<file path="config.mk">
export PLATFORM = sky130hd
export DESIGN_NAME = date_time_offset_adder_core_flat
export DESIGN_NICKNAME = d
export VERILOG_FILES = /design/src/rtl/dtoa_pkg.sv /design/src/rtl/dtoa_if.sv /design/src/rtl/dtoa_div.sv /design/src/rtl/date_time_offset_adder_core.sv /design/src/flat_wrapper.sv
export SDC_FILE = /design/constraint.sdc
export NUM_CORES = 2
export LEC_CHECK = 0
export ABC_AREA = 0
export BUFFER_PORTS_ARGS = -buffer_cell sky130_fd_sc_hd__buf_2
export CORE_MARGIN = 2
export CORE_UTILIZATION = 50
export CTS_CLUSTER_SIZE = 8
export DETAILED_ROUTE_END_ITERATION = 8
export GPL_ROUTABILITY_DRIVEN = 0
export PLACE_DENSITY = 0.76
export SYNTH_ARGS = -nofsm -noshare
export SYNTH_HDL_FRONTEND = slang
export SYNTH_HIERARCHICAL = 1
export SYNTH_SLANG_ARGS = --single-unit
</file>
<file path="constraint.sdc">
create_clock -name clk -period 9.3 [get_ports clk]
set_input_delay 0.93 -clock clk [delete_from_list [all_inputs] [get_ports clk]]
set_output_delay 0.93 -clock clk [all_outputs]
set_load 0.02 [all_outputs]
</file>
<file path="src/rtl/dtoa_pkg.sv">
// shared types, constants and lookup functions of the date-time offset adder
package dtoa_pkg;

  // working width of signed date-time fields before normalization
  localparam int DT_W = 34;
  // remainder width, wide enough for the largest divisor
  localparam int REM_W = 11;
  // divider operand magnitude width; every dividend stays below 2**32 in magnitude
  localparam int MAG_W = 32;

  localparam int MIN_SEC    = 60;
  localparam int DAY_HOURS  = 24;
  localparam int MONTHS     = 12;
  localparam int CYCLE_DAYS = 1461;
  localparam logic [15:0] YEAR_MAX = 16'hFFFF;

  // reciprocal shifts: operand width plus the bit length of the divisor
  localparam int SHIFT_SIXTY  = MAG_W + $clog2(MIN_SEC);
  localparam int SHIFT_HOURS  = MAG_W + $clog2(DAY_HOURS);
  localparam int SHIFT_MONTHS = MAG_W + $clog2(MONTHS);
  localparam int SHIFT_CYCLE  = MAG_W + $clog2(CYCLE_DAYS);

  typedef logic [MAG_W:0] recip_t;

  // rounded-up reciprocals, exact floor quotients for any operand below 2**MAG_W
  localparam recip_t RECIP_SIXTY  =
    recip_t'(((64'd1 << SHIFT_SIXTY) + 64'(MIN_SEC - 1)) / 64'(MIN_SEC));
  localparam recip_t RECIP_HOURS  =
    recip_t'(((64'd1 << SHIFT_HOURS) + 64'(DAY_HOURS - 1)) / 64'(DAY_HOURS));
  localparam recip_t RECIP_MONTHS =
    recip_t'(((64'd1 << SHIFT_MONTHS) + 64'(MONTHS - 1)) / 64'(MONTHS));
  localparam recip_t RECIP_CYCLE  =
    recip_t'(((64'd1 << SHIFT_CYCLE) + 64'(CYCLE_DAYS - 1)) / 64'(CYCLE_DAYS));

  // unit codes of an input beat
  localparam logic [2:0] UNIT_YEAR   = 3'd0;
  localparam logic [2:0] UNIT_MONTH  = 3'd1;
  localparam logic [2:0] UNIT_DAY    = 3'd2;
  localparam logic [2:0] UNIT_HOUR   = 3'd3;
  localparam logic [2:0] UNIT_MINUTE = 3'd4;
  localparam logic [2:0] UNIT_SECOND = 3'd5;

  // divisor select codes of the shared divider
  localparam logic [1:0] DIV_SIXTY  = 2'd0;
  localparam logic [1:0] DIV_HOURS  = 2'd1;
  localparam logic [1:0] DIV_MONTHS = 2'd2;
  localparam logic [1:0] DIV_CYCLE  = 2'd3;

  typedef logic signed [DT_W-1:0] dt_val_t;

  typedef struct packed {
    logic [13:0] start_year;
    logic [3:0]  start_month;
    logic [4:0]  start_day;
    logic [4:0]  start_hour;
    logic [5:0]  start_minute;
    logic [5:0]  start_second;
    logic [2:0]  unit;
    logic        subtract;
    logic [30:0] amount;
  } in_item_t;

  typedef struct packed {
    logic [15:0] result_year;
    logic [3:0]  result_month;
    logic [4:0]  result_day;
    logic [4:0]  result_hour;
    logic [5:0]  result_minute;
    logic [5:0]  result_second;
    logic        year_out_of_range;
  } out_item_t;

  // request to the shared floor divider
  typedef struct packed {
    logic       start;
    logic [1:0] sel;
    dt_val_t    dividend;
  } div_req_t;

  // response of the shared floor divider
  typedef struct packed {
    logic             done;
    dt_val_t          quot;
    logic [REM_W-1:0] rem;
  } div_rsp_t;

  // divisor constant for a select code
  function automatic logic [REM_W-1:0] div_value(input logic [1:0] sel);
    logic [REM_W-1:0] v;
    unique case (sel)
      DIV_SIXTY:  v = REM_W'(MIN_SEC);
      DIV_HOURS:  v = REM_W'(DAY_HOURS);
      DIV_MONTHS: v = REM_W'(MONTHS);
      DIV_CYCLE:  v = REM_W'(CYCLE_DAYS);
      default:    v = REM_W'(CYCLE_DAYS);
    endcase
    return v;
  endfunction

  // reciprocal constant for a select code
  function automatic recip_t div_recip(input logic [1:0] sel);
    recip_t v;
    unique case (sel)
      DIV_SIXTY:  v = RECIP_SIXTY;
      DIV_HOURS:  v = RECIP_HOURS;
      DIV_MONTHS: v = RECIP_MONTHS;
      DIV_CYCLE:  v = RECIP_CYCLE;
      default:    v = RECIP_CYCLE;
    endcase
    return v;
  endfunction

  // days in a month, month index counted from zero
  function automatic logic [4:0] month_len(input logic leap, input logic [3:0] mo0);
    logic [4:0] v;
    unique case (mo0)
      4'd1:    v = leap ? 5'd29 : 5'd28;
      4'd3:    v = 5'd30;
      4'd5:    v = 5'd30;
      4'd8:    v = 5'd30;
      4'd10:   v = 5'd30;
      default: v = 5'd31;
    endcase
    return v;
  endfunction

endpackage

</file>
<file path="src/rtl/dtoa_if.sv">
// valid/ready channel interfaces for input and result beats
interface dtoa_in_if;
  logic               valid;
  logic               ready;
  dtoa_pkg::in_item_t data;

  modport source(output valid, output data, input ready);
  modport sink(input valid, input data, output ready);
endinterface

interface dtoa_out_if;
  logic                valid;
  logic                ready;
  dtoa_pkg::out_item_t data;

  modport source(output valid, output data, input ready);
  modport sink(input valid, input data, output ready);
endinterface

</file>
<file path="src/rtl/dtoa_div.sv">
// shared floor divider by a selectable constant, by reciprocal multiplication
module dtoa_div (
  input  logic               clk,
  input  logic               rst,
  input  dtoa_pkg::div_req_t req,
  output dtoa_pkg::div_rsp_t rsp
);

  localparam logic [1:0] ST_IDLE = 2'd0;
  localparam logic [1:0] ST_MUL  = 2'd1;
  localparam logic [1:0] ST_PRD  = 2'd2;
  localparam logic [1:0] ST_FIX  = 2'd3;

  logic [1:0]                     state;
  logic                           neg;
  logic [dtoa_pkg::MAG_W-1:0]     mag;
  logic [1:0]                     sel;
  logic [2*dtoa_pkg::MAG_W:0]     acc;
  logic [dtoa_pkg::MAG_W-1:0]     q;
  logic [dtoa_pkg::MAG_W-1:0]     qc;
  logic [dtoa_pkg::REM_W-1:0]     divisor;
  logic [dtoa_pkg::REM_W-1:0]     div_now;
  dtoa_pkg::recip_t               recip;
  logic                           skip;
  logic [dtoa_pkg::MAG_W-1:0]     q_now;
  logic [dtoa_pkg::MAG_W-1:0]     mul_a;
  logic [dtoa_pkg::MAG_W-1:0]     mul_b;
  logic [2*dtoa_pkg::MAG_W-1:0]   mul_p;
  logic [dtoa_pkg::MAG_W-1:0]     r_full;
  logic [dtoa_pkg::REM_W-1:0]     r;

  assign divisor = dtoa_pkg::div_value(sel);
  assign div_now = dtoa_pkg::div_value(req.sel);
  assign recip   = dtoa_pkg::div_recip(sel);

  // operand already in range needs no multiply
  assign skip = !req.dividend[dtoa_pkg::DT_W-1] &&
                ($unsigned(req.dividend) < dtoa_pkg::DT_W'(div_now));

  // quotient taken from the reciprocal product
  always_comb begin
    unique case (sel)
      dtoa_pkg::DIV_SIXTY:  q_now = dtoa_pkg::MAG_W'(acc >> dtoa_pkg::SHIFT_SIXTY);
      dtoa_pkg::DIV_HOURS:  q_now = dtoa_pkg::MAG_W'(acc >> dtoa_pkg::SHIFT_HOURS);
      dtoa_pkg::DIV_MONTHS: q_now = dtoa_pkg::MAG_W'(acc >> dtoa_pkg::SHIFT_MONTHS);
      default:              q_now = dtoa_pkg::MAG_W'(acc >> dtoa_pkg::SHIFT_CYCLE);
    endcase
  end

  // one multiplier: operand times reciprocal, then quotient times divisor
  assign mul_a = (state == ST_MUL) ? mag : q_now;
  assign mul_b = (state == ST_MUL) ? recip[dtoa_pkg::MAG_W-1:0]
                                   : dtoa_pkg::MAG_W'(divisor);
  assign mul_p = mul_a * mul_b;

  // remainder of the magnitude, always below the divisor
  assign r_full = mag - qc;
  assign r      = r_full[dtoa_pkg::REM_W-1:0];

  // sequencer of the divider
  always_ff @(posedge clk) begin
    if (rst) begin
      state    <= ST_IDLE;
      rsp.done <= 1'b0;
    end else begin
      rsp.done <= 1'b0;
      unique case (state)
        ST_IDLE: begin
          if (req.start) begin
            neg <= req.dividend[dtoa_pkg::DT_W-1];
            mag <= req.dividend[dtoa_pkg::DT_W-1] ?
                   dtoa_pkg::MAG_W'($unsigned(-req.dividend)) :
                   dtoa_pkg::MAG_W'($unsigned(req.dividend));
            sel <= req.sel;
            if (skip) begin
              rsp.quot <= '0;
              rsp.rem  <= req.dividend[dtoa_pkg::REM_W-1:0];
              rsp.done <= 1'b1;
            end else begin
              state <= ST_MUL;
            end
          end
        end
        ST_MUL: begin
          // top reciprocal bit adds the operand one word up
          acc   <= {1'b0, mul_p} +
                   (recip[dtoa_pkg::MAG_W] ? {1'b0, mag, {dtoa_pkg::MAG_W{1'b0}}} : '0);
          state <= ST_PRD;
        end
        ST_PRD: begin
          q     <= q_now;
          qc    <= mul_p[dtoa_pkg::MAG_W-1:0];
          state <= ST_FIX;
        end
        ST_FIX: begin
          // round the quotient toward minus infinity for negative operands
          if (neg && (r != '0)) begin
            rsp.quot <= ~dtoa_pkg::dt_val_t'(dtoa_pkg::DT_W'(q));
            rsp.rem  <= divisor - r;
          end else if (neg) begin
            rsp.quot <= -dtoa_pkg::dt_val_t'(dtoa_pkg::DT_W'(q));
            rsp.rem  <= '0;
          end else begin
            rsp.quot <= dtoa_pkg::dt_val_t'(dtoa_pkg::DT_W'(q));
            rsp.rem  <= r;
          end
          rsp.done <= 1'b1;
          state    <= ST_IDLE;
        end
      endcase
    end
  end

endmodule

</file>
<file path="src/rtl/date_time_offset_adder_core.sv">
// top level: add/subtract sequencer, month walk and result register
// One beat is taken while the block is idle; the selected field gets the amount added or
// subtracted, then seconds, minutes, hours, months and days are normalized in that order by
// one shared floor divider (by 60, 60, 24, 12 and 1461). A division whose operand is already
// in range skips the multiply; any other goes through issue, reciprocal multiply, quotient
// times divisor, fix-up and hand-back. Then a month walk takes the day within a four-year
// cycle apart, one month per step. A beat may also wait for the result register to free up.
// A finished result waits in the output register, so the next beat can be taken while it is
// not yet picked up. Years outside 0..65535 saturate and raise year_out_of_range.
module date_time_offset_adder_core (
  input logic        clk,
  input logic        rst,
  dtoa_in_if.sink    in_item,
  dtoa_out_if.source out_item
);

  localparam logic [2:0] ST_IDLE  = 3'd0;
  localparam logic [2:0] ST_ISSUE = 3'd1;
  localparam logic [2:0] ST_WAIT  = 3'd2;
  localparam logic [2:0] ST_WALK  = 3'd3;
  localparam logic [2:0] ST_SAT   = 3'd4;

  localparam logic [2:0] STG_SEC  = 3'd0;
  localparam logic [2:0] STG_MIN  = 3'd1;
  localparam logic [2:0] STG_HOUR = 3'd2;
  localparam logic [2:0] STG_MON  = 3'd3;
  localparam logic [2:0] STG_DAY  = 3'd4;

  logic [2:0] state;
  logic [2:0] stage;

  dtoa_pkg::dt_val_t y;
  dtoa_pkg::dt_val_t mo;
  dtoa_pkg::dt_val_t d;
  dtoa_pkg::dt_val_t h;
  dtoa_pkg::dt_val_t mi;
  dtoa_pkg::dt_val_t s;

  dtoa_pkg::dt_val_t y_init;
  dtoa_pkg::dt_val_t mo_init;
  dtoa_pkg::dt_val_t d_init;
  dtoa_pkg::dt_val_t h_init;
  dtoa_pkg::dt_val_t mi_init;
  dtoa_pkg::dt_val_t s_init;
  dtoa_pkg::dt_val_t base;
  dtoa_pkg::dt_val_t amt;
  dtoa_pkg::dt_val_t sum;
  dtoa_pkg::dt_val_t rem_ext;

  dtoa_pkg::div_req_t div_req;
  dtoa_pkg::div_rsp_t div_rsp;

  logic                       accept;
  logic                       out_free;
  logic [4:0]                 len;
  logic [dtoa_pkg::REM_W-1:0] day_left;
  logic                       y_neg;
  logic                       y_big;

  dtoa_div u_div (
    .clk (clk),
    .rst (rst),
    .req (div_req),
    .rsp (div_rsp)
  );

  assign in_item.ready = (state == ST_IDLE);
  assign accept        = in_item.valid && in_item.ready;
  assign out_free      = !out_item.valid || out_item.ready;

  // start values; month and day are kept counted from zero
  assign y_init  = dtoa_pkg::dt_val_t'(dtoa_pkg::DT_W'(in_item.data.start_year));
  assign mo_init = dtoa_pkg::dt_val_t'(dtoa_pkg::DT_W'(in_item.data.start_month))
                   - dtoa_pkg::dt_val_t'(1);
  assign d_init  = dtoa_pkg::dt_val_t'(dtoa_pkg::DT_W'(in_item.data.start_day))
                   - dtoa_pkg::dt_val_t'(1);
  assign h_init  = dtoa_pkg::dt_val_t'(dtoa_pkg::DT_W'(in_item.data.start_hour));
  assign mi_init = dtoa_pkg::dt_val_t'(dtoa_pkg::DT_W'(in_item.data.start_minute));
  assign s_init  = dtoa_pkg::dt_val_t'(dtoa_pkg::DT_W'(in_item.data.start_second));
  assign amt     = dtoa_pkg::dt_val_t'(dtoa_pkg::DT_W'(in_item.data.amount));

  // one add/subtract on the field that the unit selects
  always_comb begin
    case (in_item.data.unit)
      dtoa_pkg::UNIT_YEAR:   base = y_init;
      dtoa_pkg::UNIT_MONTH:  base = mo_init;
      dtoa_pkg::UNIT_DAY:    base = d_init;
      dtoa_pkg::UNIT_HOUR:   base = h_init;
      dtoa_pkg::UNIT_MINUTE: base = mi_init;
      dtoa_pkg::UNIT_SECOND: base = s_init;
      default:               base = '0;
    endcase
    sum = in_item.data.subtract ? (base - amt) : (base + amt);
  end

  // divider operand and divisor per normalization stage
  always_comb begin
    div_req.start = (state == ST_ISSUE);
    unique case (stage)
      STG_SEC: begin
        div_req.sel      = dtoa_pkg::DIV_SIXTY;
        div_req.dividend = s;
      end
      STG_MIN: begin
        div_req.sel      = dtoa_pkg::DIV_SIXTY;
        div_req.dividend = mi;
      end
      STG_HOUR: begin
        div_req.sel      = dtoa_pkg::DIV_HOURS;
        div_req.dividend = h;
      end
      STG_MON: begin
        div_req.sel      = dtoa_pkg::DIV_MONTHS;
        div_req.dividend = mo;
      end
      default: begin
        div_req.sel      = dtoa_pkg::DIV_CYCLE;
        div_req.dividend = d;
      end
    endcase
  end

  assign rem_ext = dtoa_pkg::dt_val_t'(dtoa_pkg::DT_W'(div_rsp.rem));

  // month walk step and year range check
  assign len      = dtoa_pkg::month_len(y[1:0] == 2'b00, mo[3:0]);
  assign day_left = d[dtoa_pkg::REM_W-1:0] - dtoa_pkg::REM_W'(len);
  assign y_neg    = y[dtoa_pkg::DT_W-1];
  assign y_big    = !y_neg && (|y[dtoa_pkg::DT_W-2:16]);

  // main sequencer
  always_ff @(posedge clk) begin
    if (rst) begin
      state <= ST_IDLE;
      stage <= STG_SEC;
    end else begin
      unique case (state)
        ST_IDLE: begin
          if (accept) begin
            state <= ST_ISSUE;
            stage <= STG_SEC;
          end
        end
        ST_ISSUE: begin
          state <= ST_WAIT;
        end
        ST_WAIT: begin
          if (div_rsp.done) begin
            if (stage == STG_DAY) begin
              state <= ST_WALK;
            end else begin
              stage <= stage + 3'd1;
              state <= ST_ISSUE;
            end
          end
        end
        ST_WALK: begin
          if (d[dtoa_pkg::REM_W-1:0] < dtoa_pkg::REM_W'(len)) begin
            state <= ST_SAT;
          end
        end
        ST_SAT: begin
          if (out_free) begin
            state <= ST_IDLE;
          end
        end
        default: begin
          state <= ST_IDLE;
        end
      endcase
    end
  end

  // date-time working registers
  always_ff @(posedge clk) begin
    if (accept) begin
      y  <= (in_item.data.unit == dtoa_pkg::UNIT_YEAR)   ? sum : y_init;
      mo <= (in_item.data.unit == dtoa_pkg::UNIT_MONTH)  ? sum : mo_init;
      d  <= (in_item.data.unit == dtoa_pkg::UNIT_DAY)    ? sum : d_init;
      h  <= (in_item.data.unit == dtoa_pkg::UNIT_HOUR)   ? sum : h_init;
      mi <= (in_item.data.unit == dtoa_pkg::UNIT_MINUTE) ? sum : mi_init;
      s  <= (in_item.data.unit == dtoa_pkg::UNIT_SECOND) ? sum : s_init;
    end else if ((state == ST_WAIT) && div_rsp.done) begin
      unique case (stage)
        STG_SEC: begin
          s  <= rem_ext;
          mi <= mi + div_rsp.quot;
        end
        STG_MIN: begin
          mi <= rem_ext;
          h  <= h + div_rsp.quot;
        end
        STG_HOUR: begin
          h <= rem_ext;
          d <= d + div_rsp.quot;
        end
        STG_MON: begin
          mo <= rem_ext;
          y  <= y + div_rsp.quot;
        end
        default: begin
          d <= rem_ext;
          y <= y + (div_rsp.quot <<< 2);
        end
      endcase
    end else if ((state == ST_WALK) &&
                 !(d[dtoa_pkg::REM_W-1:0] < dtoa_pkg::REM_W'(len))) begin
      d <= dtoa_pkg::dt_val_t'(dtoa_pkg::DT_W'(day_left));
      if (mo[3:0] == 4'(dtoa_pkg::MONTHS - 1)) begin
        mo <= '0;
        y  <= y + dtoa_pkg::dt_val_t'(1);
      end else begin
        mo <= mo + dtoa_pkg::dt_val_t'(1);
      end
    end
  end

  // result register
  always_ff @(posedge clk) begin
    if (rst) begin
      out_item.valid <= 1'b0;
    end else if ((state == ST_SAT) && out_free) begin
      out_item.valid <= 1'b1;
    end else if (out_item.ready) begin
      out_item.valid <= 1'b0;
    end
  end

  always_ff @(posedge clk) begin
    if ((state == ST_SAT) && out_free) begin
      out_item.data.result_year       <= y_neg ? 16'd0 : (y_big ? dtoa_pkg::YEAR_MAX : y[15:0]);
      out_item.data.year_out_of_range <= y_neg || y_big;
      out_item.data.result_month      <= mo[3:0] + 4'd1;
      out_item.data.result_day        <= d[4:0] + 5'd1;
      out_item.data.result_hour       <= h[4:0];
      out_item.data.result_minute     <= mi[5:0];
      out_item.data.result_second     <= s[5:0];
    end
  end

  // divider answers only while the sequencer waits for it
  a_div_done_in_wait: assert property (@(posedge clk) disable iff (rst)
    div_rsp.done |-> (state == ST_WAIT))
    else $error("divider result outside wait state");

  // month walk starts from a reduced day and month
  a_walk_operands: assert property (@(posedge clk) disable iff (rst)
    (state == ST_WALK) |-> (!d[dtoa_pkg::DT_W-1] &&
      (d < dtoa_pkg::dt_val_t'(dtoa_pkg::CYCLE_DAYS)) &&
      !mo[dtoa_pkg::DT_W-1] && (mo < dtoa_pkg::dt_val_t'(dtoa_pkg::MONTHS))))
    else $error("month walk operands not reduced");

  // a delivered date is normalized
  a_result_date: assert property (@(posedge clk) disable iff (rst)
    out_item.valid |-> ((out_item.data.result_month >= 4'd1) &&
      (out_item.data.result_month <= 4'd12) && (out_item.data.result_day >= 5'd1) &&
      (out_item.data.result_hour <= 5'd23)))
    else $error("result date not normalized");

  // a flagged year is saturated
  a_year_saturated: assert property (@(posedge clk) disable iff (rst)
    (out_item.valid && out_item.data.year_out_of_range) |->
      ((out_item.data.result_year == 16'd0) ||
       (out_item.data.result_year == dtoa_pkg::YEAR_MAX)))
    else $error("out-of-range year not saturated");

endmodule
</file>
<file path="src/flat_wrapper.sv">
// flat-port wrapper written by rule: the top's interface ports become plain ports
module date_time_offset_adder_core_flat 
  (clk, rst, in_item_valid, in_item_data, in_item_ready, out_item_valid, out_item_data, out_item_ready);
  dtoa_in_if in_item_i ();
  dtoa_out_if out_item_i ();
  input logic clk;
  input logic rst;
  input wire logic [$bits(in_item_i.valid)-1:0] in_item_valid;
  input wire logic [$bits(in_item_i.data)-1:0] in_item_data;
  output wire logic [$bits(in_item_i.ready)-1:0] in_item_ready;
  output wire logic [$bits(out_item_i.valid)-1:0] out_item_valid;
  output wire logic [$bits(out_item_i.data)-1:0] out_item_data;
  input wire logic [$bits(out_item_i.ready)-1:0] out_item_ready;
  assign in_item_i.valid = in_item_valid;
  assign in_item_i.data = in_item_data;
  assign in_item_ready = in_item_i.ready;
  assign out_item_valid = out_item_i.valid;
  assign out_item_data = out_item_i.data;
  assign out_item_i.ready = out_item_ready;
  date_time_offset_adder_core u_core (.clk(clk), .rst(rst), .in_item(in_item_i), .out_item(out_item_i));
endmodule
</file>
======== Word level (Yosys, flattened, before mapping) ========
Index checks and enable logic that the tools add are counted.
storage, ports and cells
  flip-flop bits (word level) ............. 445
  bits in latches ......................... 0
  memory bits (writable) .................. 0
  bits in read-only memories .............. 0
  input bits .............................. 79
  output and inout bits ................... 45
  logic and storage cells ................. 201
  memories kept ........................... 0
operators by class
  add/subtract/negate cells ............... 20
  multiply operators ...................... 1
  divide/modulo/power cells ............... 0
  magnitude comparators ................... 2
  equality and inequality tests ........... 39
  shifts and indexed selects .............. 0
  mux-type cells .......................... 63
  bitwise logic cells ..................... 2
  reduce and logical (&&, ||, !) cells .... 48
operator list
  kind                                                             number
  34-bit two-way mux                                               26
  34-bit one-hot mux with 2 select lines                           4
  34-bit one-hot mux with 6 select lines                           1
  34-bit adder                                                     5
  36-bit one-hot mux with 4 select lines                           1
  33-bit one-hot mux with 3 select lines                           1
  32-bit two-way mux                                               3
  46-bit two-way mux                                               2
  46-bit one-hot mux with 2 select lines                           1
  45-bit two-way mux                                               2
  11-bit one-hot mux with 4 select lines                           2
  29-bit one-hot mux with 3 select lines                           1
  34-bit by 2-bit adder with 34-bit output, second input constant  2
  64-bit by 64-bit adder with 65-bit output                        1
  32-bit by 32-bit multiplier with 64-bit output                   1
  64-bit two-way mux                                               1
  34-bit by 32-bit adder with 34-bit output                        1
  34-bit by 11-bit less-than comparator with 1-bit output          1
  32-bit negation with 34-bit output                               1
  32-bit NOT with 34-bit output                                    1
  34-bit by 32-bit subtractor with 34-bit output                   1
  32-bit negation                                                  1
  11-bit subtractor                                                2
  3-bit two-way mux                                                7
  other kinds (42)                                                 106

======== Depth between registers and ports, before layout ========
  word-level depth ........................ 9
  mapped depth ............................ 47
  gate-level depth less buffers ........... 44

======== By module ========
Netlist, hierarchy kept.
modules (own cells, without submodules)
  module                       instances  cells each  area an instance (um^2)  seq. area each (um^2)
  dtoa_div                     1          3968        37751.2                  4534.3
  date_time_offset_adder_core  1          2860        24481.0                  7557.2

======== Worst setup path before layout ========
No wires, ideal clock.
  kind .................................... register -> register
  from .................................... reg u_core.u_div.sel[1]
  to ...................................... reg u_core/u_div/acc[62] (netlist name) (data pin)
  setup time .............................. 271 ps
  arrival ................................. 9871 ps
  data required time ...................... 9029 ps
  slack ................................... -842 ps
  cell stages (with the launch flop) ...... 43
  path buffers ............................ 4
  period minus slack after synthesis ...... 10142 ps
  path through ............................ edfxtp_1 -> inv_1 -> ha_1 -> clkbuf_1 -> buf_1 -> a222oi_1 -> or2_2 -> nor2_1 -> nor2_1 -> fa_1 -> inv_1 -> fa_1 -> fa_1 -> inv_1 -> fa_1 -> inv_1 -> fa_1 -> fa_1 -> (+7 left out) -> o21ai_0 -> a2bb2oi_1 -> nand3_1 -> a41oi_1 -> o21bai_1 -> a21oi_1 -> xnor2_1 -> ha_1 -> clkbuf_1 -> a21o_1 -> a21o_1 -> a21o_1 -> a21o_1 -> a21o_1 -> a21o_1 -> a21oi_1 -> o2111a_1 -> a311oi_1
on the way
  cells in the longest elaborated chain, start to end .. 6
  elaborated cells between the ends (all ways) .. 12
  those cells by class .................... add/sub (1); mul (1); eq/ne (3); mux (5); reduce/logical (2)
ends and longest elaborated chain
  item                                                                              RTL line                                         RTL
  from (decl)                                                                       dtoa_div.sv:17                                   logic [1:0] sel;
  from (signal assigned)                                                            dtoa_div.sv:74                                   sel <= req.sel;
  2-bit == test / 2-bit by 1-bit == test with 1-bit output (equally long branches)  dtoa_pkg.sv:90, dtoa_pkg.sv:103, dtoa_div.sv:42
  2-bit OR reduction (no line)                                                      -
  33-bit one-hot mux with 3 select lines                                            dtoa_pkg.sv:103                                  unique case (sel)
  32-bit two-way mux                                                                dtoa_div.sv:52                                   assign mul_b = (state == ST_MUL) ? recip[dtoa_pkg::MAG_W-1:0]
  32-bit by 32-bit multiplier with 64-bit output (*)                                dtoa_div.sv:54                                   assign mul_p = mul_a * mul_b;
  64-bit by 64-bit adder with 65-bit output (*)                                     dtoa_div.sv:86                                   acc <= {1'b0, mul_p} +
  to (signal assigned)                                                              dtoa_div.sv:86
  to (decl)                                                                         dtoa_div.sv:18                                   logic [2*dtoa_pkg::MAG_W:0] acc;
Every way passes the cells marked *; elsewhere a longest branch is shown, timed or not. The select of a mux whose other input is x is not followed.
A chain may end at the register's enable or synchronous reset.

======== Worst setup path after layout ========
  from .................................... reg u_core.u_div.sel[0]
  to ...................................... reg u_core/u_div/acc[63] (netlist name) (data pin)
on the way
  elaborated cells between the ends (all ways) .. 12
  those cells by class .................... add/sub (1); mul (1); eq/ne (3); mux (5); reduce/logical (2)
RTL lines
  item                                                RTL line        RTL
  2-bit == test, or another cell as far along         dtoa_div.sv:42  unique case (sel)
  29-bit one-hot mux with 3 select lines (*)          dtoa_div.sv:42
  named net u_core.u_div.q_now (one bit)              dtoa_div.sv:25  logic [dtoa_pkg::MAG_W-1:0] q_now;
  32-bit two-way mux (*)                              dtoa_div.sv:51  assign mul_a = (state == ST_MUL) ? mag : q_now;
  32-bit by 32-bit multiplier with 64-bit output (*)  dtoa_div.sv:54
  64-bit by 64-bit adder with 65-bit output (*)       dtoa_div.sv:86
The timed path passes the listed nets; every way through them passes the cells marked *. The select of a mux whose other input is x is not followed.

==> summary.txt <==
Die width = 356.8 µm
Yosys warnings = 6
Wire length of the first global-routing pass = 335.8 mm
Die area = 0.1273 mm²
Critical Path Source = u_core/u_div/sel[0]$_DFFE_PP_
Max Fclk = 98.52 MHz
CP Buf/Inv Count = 8
Final HPWL DP = 180.7 mm
Max-slew headroom = 10.72%
Most Frequent Cell on Critical Path = fa_1
RSZ-0062 raised after global routing = true
Worst Max-Slew Pin Slew = 1.339 ns
Run status = finished, violations left
Final Critical Period = 10.15 ns
Final period util = 109.1%
Critical Path End Type = flop
Number of vias per cell = 6.259
Clk sinks = 406
Post-synth ARST share = 0%
Max_cap viols = 0
Per-cell routed wire length = 23.84 µm
Clk slew on worst S/H paths = 0.05 ns
EDFF count, synth = 396
Starting Density = 50.33%
Area occupied by multi-input gates = 0.04744 mm²
Worst skew pair latency = 0.64 ns
Number of core rows = 129
Cells after Synth = 6828
FF+latch count, synth = 406
CP max stage cell = fa_1
H-tree Lvls = 2
Failing checks = negative setup slack
Max incr delay on CP = 0.61 ns
Final wirelength = 222.2 mm
Reg area = 0.01209 mm²
Final setup margin = -0.8499 ns
Post-route ant nets = 0
Area growth from synthesis to layout = 19.52%
I/O pin total = 124
Share of cells above drive strength 1 = 19.09%
Reg2reg start = u_core/u_div/sel[0]$_DFFE_PP_
Min-delay worst type = reg -> reg
Setup Crit Path Kind = reg -> reg
Clk buf depth = 3
Antenna violations before repair = 4
Crit path max fanout = 6
Mean post-synth cell area = 9.114 µm²
Fin nets = 9125
Primary FF master, synth = edfxtp_1
Distinct cells, synth = 101
Final Skew = 0.04375 ns
DRT Pass-1 Iters = 9
Mapped cell area = 0.06223 mm²
Die H = 356.8 µm
Filler Cells Inserted = 9909
Total CTS buffers = 57
Worst path required time = 9.77 ns
Crit start category = flop
Hold Crit Start = u_core/stage[1]$_SDFFE_PP0P_
Total core area = 0.1236 mm²
GRT Resource Usage Total = 34.37%
Max Slew Vio Count = 0
# setup viols final = 28
Overflow after GRT = 0
Vias = 58330
Hold WS = 0.5097 ns
Number of global-route vias before repair = 58460
Detailed-route DRC error count = 0
Largest net degree at the start of global routing = 55
CTS tree = yes
Register area share after synthesis = 19.43%
Drt initial violations = 7716
CTS Root Buffer Type = clkbuf_16
IO buf count = 123
Kind of cell adding the most delay to the critical path = adder cells
Final Hold Viols = 0
Critical Path AT = 10.62 ns
-- flip-flops by register name, indices dropped and copies added, names as in the netlist, 29 cells and up --
| name | cells |
|---|---|
| u_core/s | 34 |
| u_core/mo | 34 |
| u_core/u_div/rsp | 46 |
| u_core/y | 34 |
| u_core/u_div/acc | 29 |
| u_core/u_div/q | 29 |
| u_core/u_div/mag | 32 |
| u_core/out_item.data | 43 |
| u_core/d | 34 |
| u_core/mi | 34 |
| u_core/h | 34 |
-- synthesized netlist by cell type (all sizes together), types with 74 or more instances --
cell	n	area (µm²)
fa	703	14070
edfxtp	396	11890
nand2	487	1831
inv	1007	3780
clkbuf	210	788.3
xor2	150	1314
o21ai	280	1413
a21oi	434	2180
nor2	549	2061
nor3	86	450.4
nand3	113	565.5
and3	91	569.3
a21o	200	1501
and2	74	462.9
a31oi	78	488.0
ha	700	8758
xnor2	239	2093
a22oi	104	780.8
-- per-stage QoR --
stage / cells / setup slack (ns) / cell area (µm²) / utilization (%) / TNS [ns]
2_1_floorplan: 6835 / -0.04521 / 62880 / - / -0.04521
3_3_place_gp: 9160 / -0.8886 / 70880 / 57.33 / -19.15
3_5_place_dp: 9160 / -1.146 / 70880 / 57.33 / -25.04
4_1_cts: 9292 / -0.6614 / 73510 / 59.46 / -13.69
5_1_grt: 9316 / -1.157 / 74370 / 60.15 / -27.42
6_report: 9319 / -0.8499 / 74380 / 60.16 / -19.44
-- final cells by class --
cell class,instances,area share (%)
multi-input combinational,5187,63.78
sequential,406,16.26
timing repair buffer,981,9.903
inverter,1010,5.110
tap,1637,2.754
clock buffer,90,2.084
clock inverter,5,0.1026
antenna,3,0.01009
-- final timing paths --
path | depth (start not counted) | to | slack (ns)
hold reg to reg | 2 | u_core/stage[1]$_SDFFE_PP0P_ | 0.51
setup / recovery | 42 | u_core/u_div/acc[63]$_DFFE_PP_ | -0.85
setup reg to reg | 42 | u_core/u_div/acc[63]$_DFFE_PP_ | -0.85
hold / removal | 2 | u_core/stage[1]$_SDFFE_PP0P_ | 0.51
-- layer usage --
metal	GRT usage, %	vias to the layer above	share of wire [%]
met5	0	-	0.022
met2	51.84	4109	43
met1	43.09	27960	36
met3	9.852	1045	13
li1	-	25210	-
met4	22.49	4	8.5
-- cells in the final DEF, fill, tap and decap left out, types with 46 or more instances in the layout --
cell type | Yosys | layout
nand3_1 | 113 | 107
nand2b_1 | 54 | 54
o22ai_1 | 71 | 71
a31oi_1 | 78 | 73
nand2_1 | 486 | 479
inv_1 | 1007 | 997
nand4_1 | 66 | 66
ha_1 | 700 | 667
a21oi_2 | 2 | 49
edfxtp_1 | 396 | 396
nor2_1 | 549 | 490
xnor2_1 | 239 | 231
buf_4 | 0 | 821
a21oi_1 | 432 | 372
o21ai_0 | 262 | 236
clkbuf_16 | 0 | 58
xor2_1 | 150 | 144
o211ai_1 | 46 | 46
a22oi_1 | 104 | 91
buf_2 | 1 | 123
and3_1 | 91 | 87
a211oi_1 | 67 | 55
fa_1 | 703 | 666
a21o_1 | 200 | 199
and2_1 | 74 | 73
nor3_1 | 82 | 75
-- worst register-to-register path, delay by kind of cell, from the launching register on --
family	cells	cell delay, ns
muxes	2	0.32
DFF	1	0.48
AOI/OAI and AO/OA	13	2.65
buffers and inverters	8	1.05
and+or+nand+nor	8	0.93
adders and majority gates	11	4.60
-- timing repair --
action	4_1_cts	5_1_grt
buffers inserted	37	25
cloned	0	1
pin swaps	113	131
setup endpoints to repair	29	29
hold buffers	0	0
resized for setup	159	150
-- logic make-up after synthesis --
kind of cell / share of synthesized area, %
buffers and inverters: 7.493
AOI/OAI and AO/OA: 16.88
DFF: 19.43
xor gates and xnor gates: 5.475
adders and majority gates: 36.74
and+or+nand+nor: 13.13
other: 0.01207
muxes: 0.8444
Power is not shown: default switching activity piles up to over one toggle a cycle in this logic, so the estimate is an artifact.
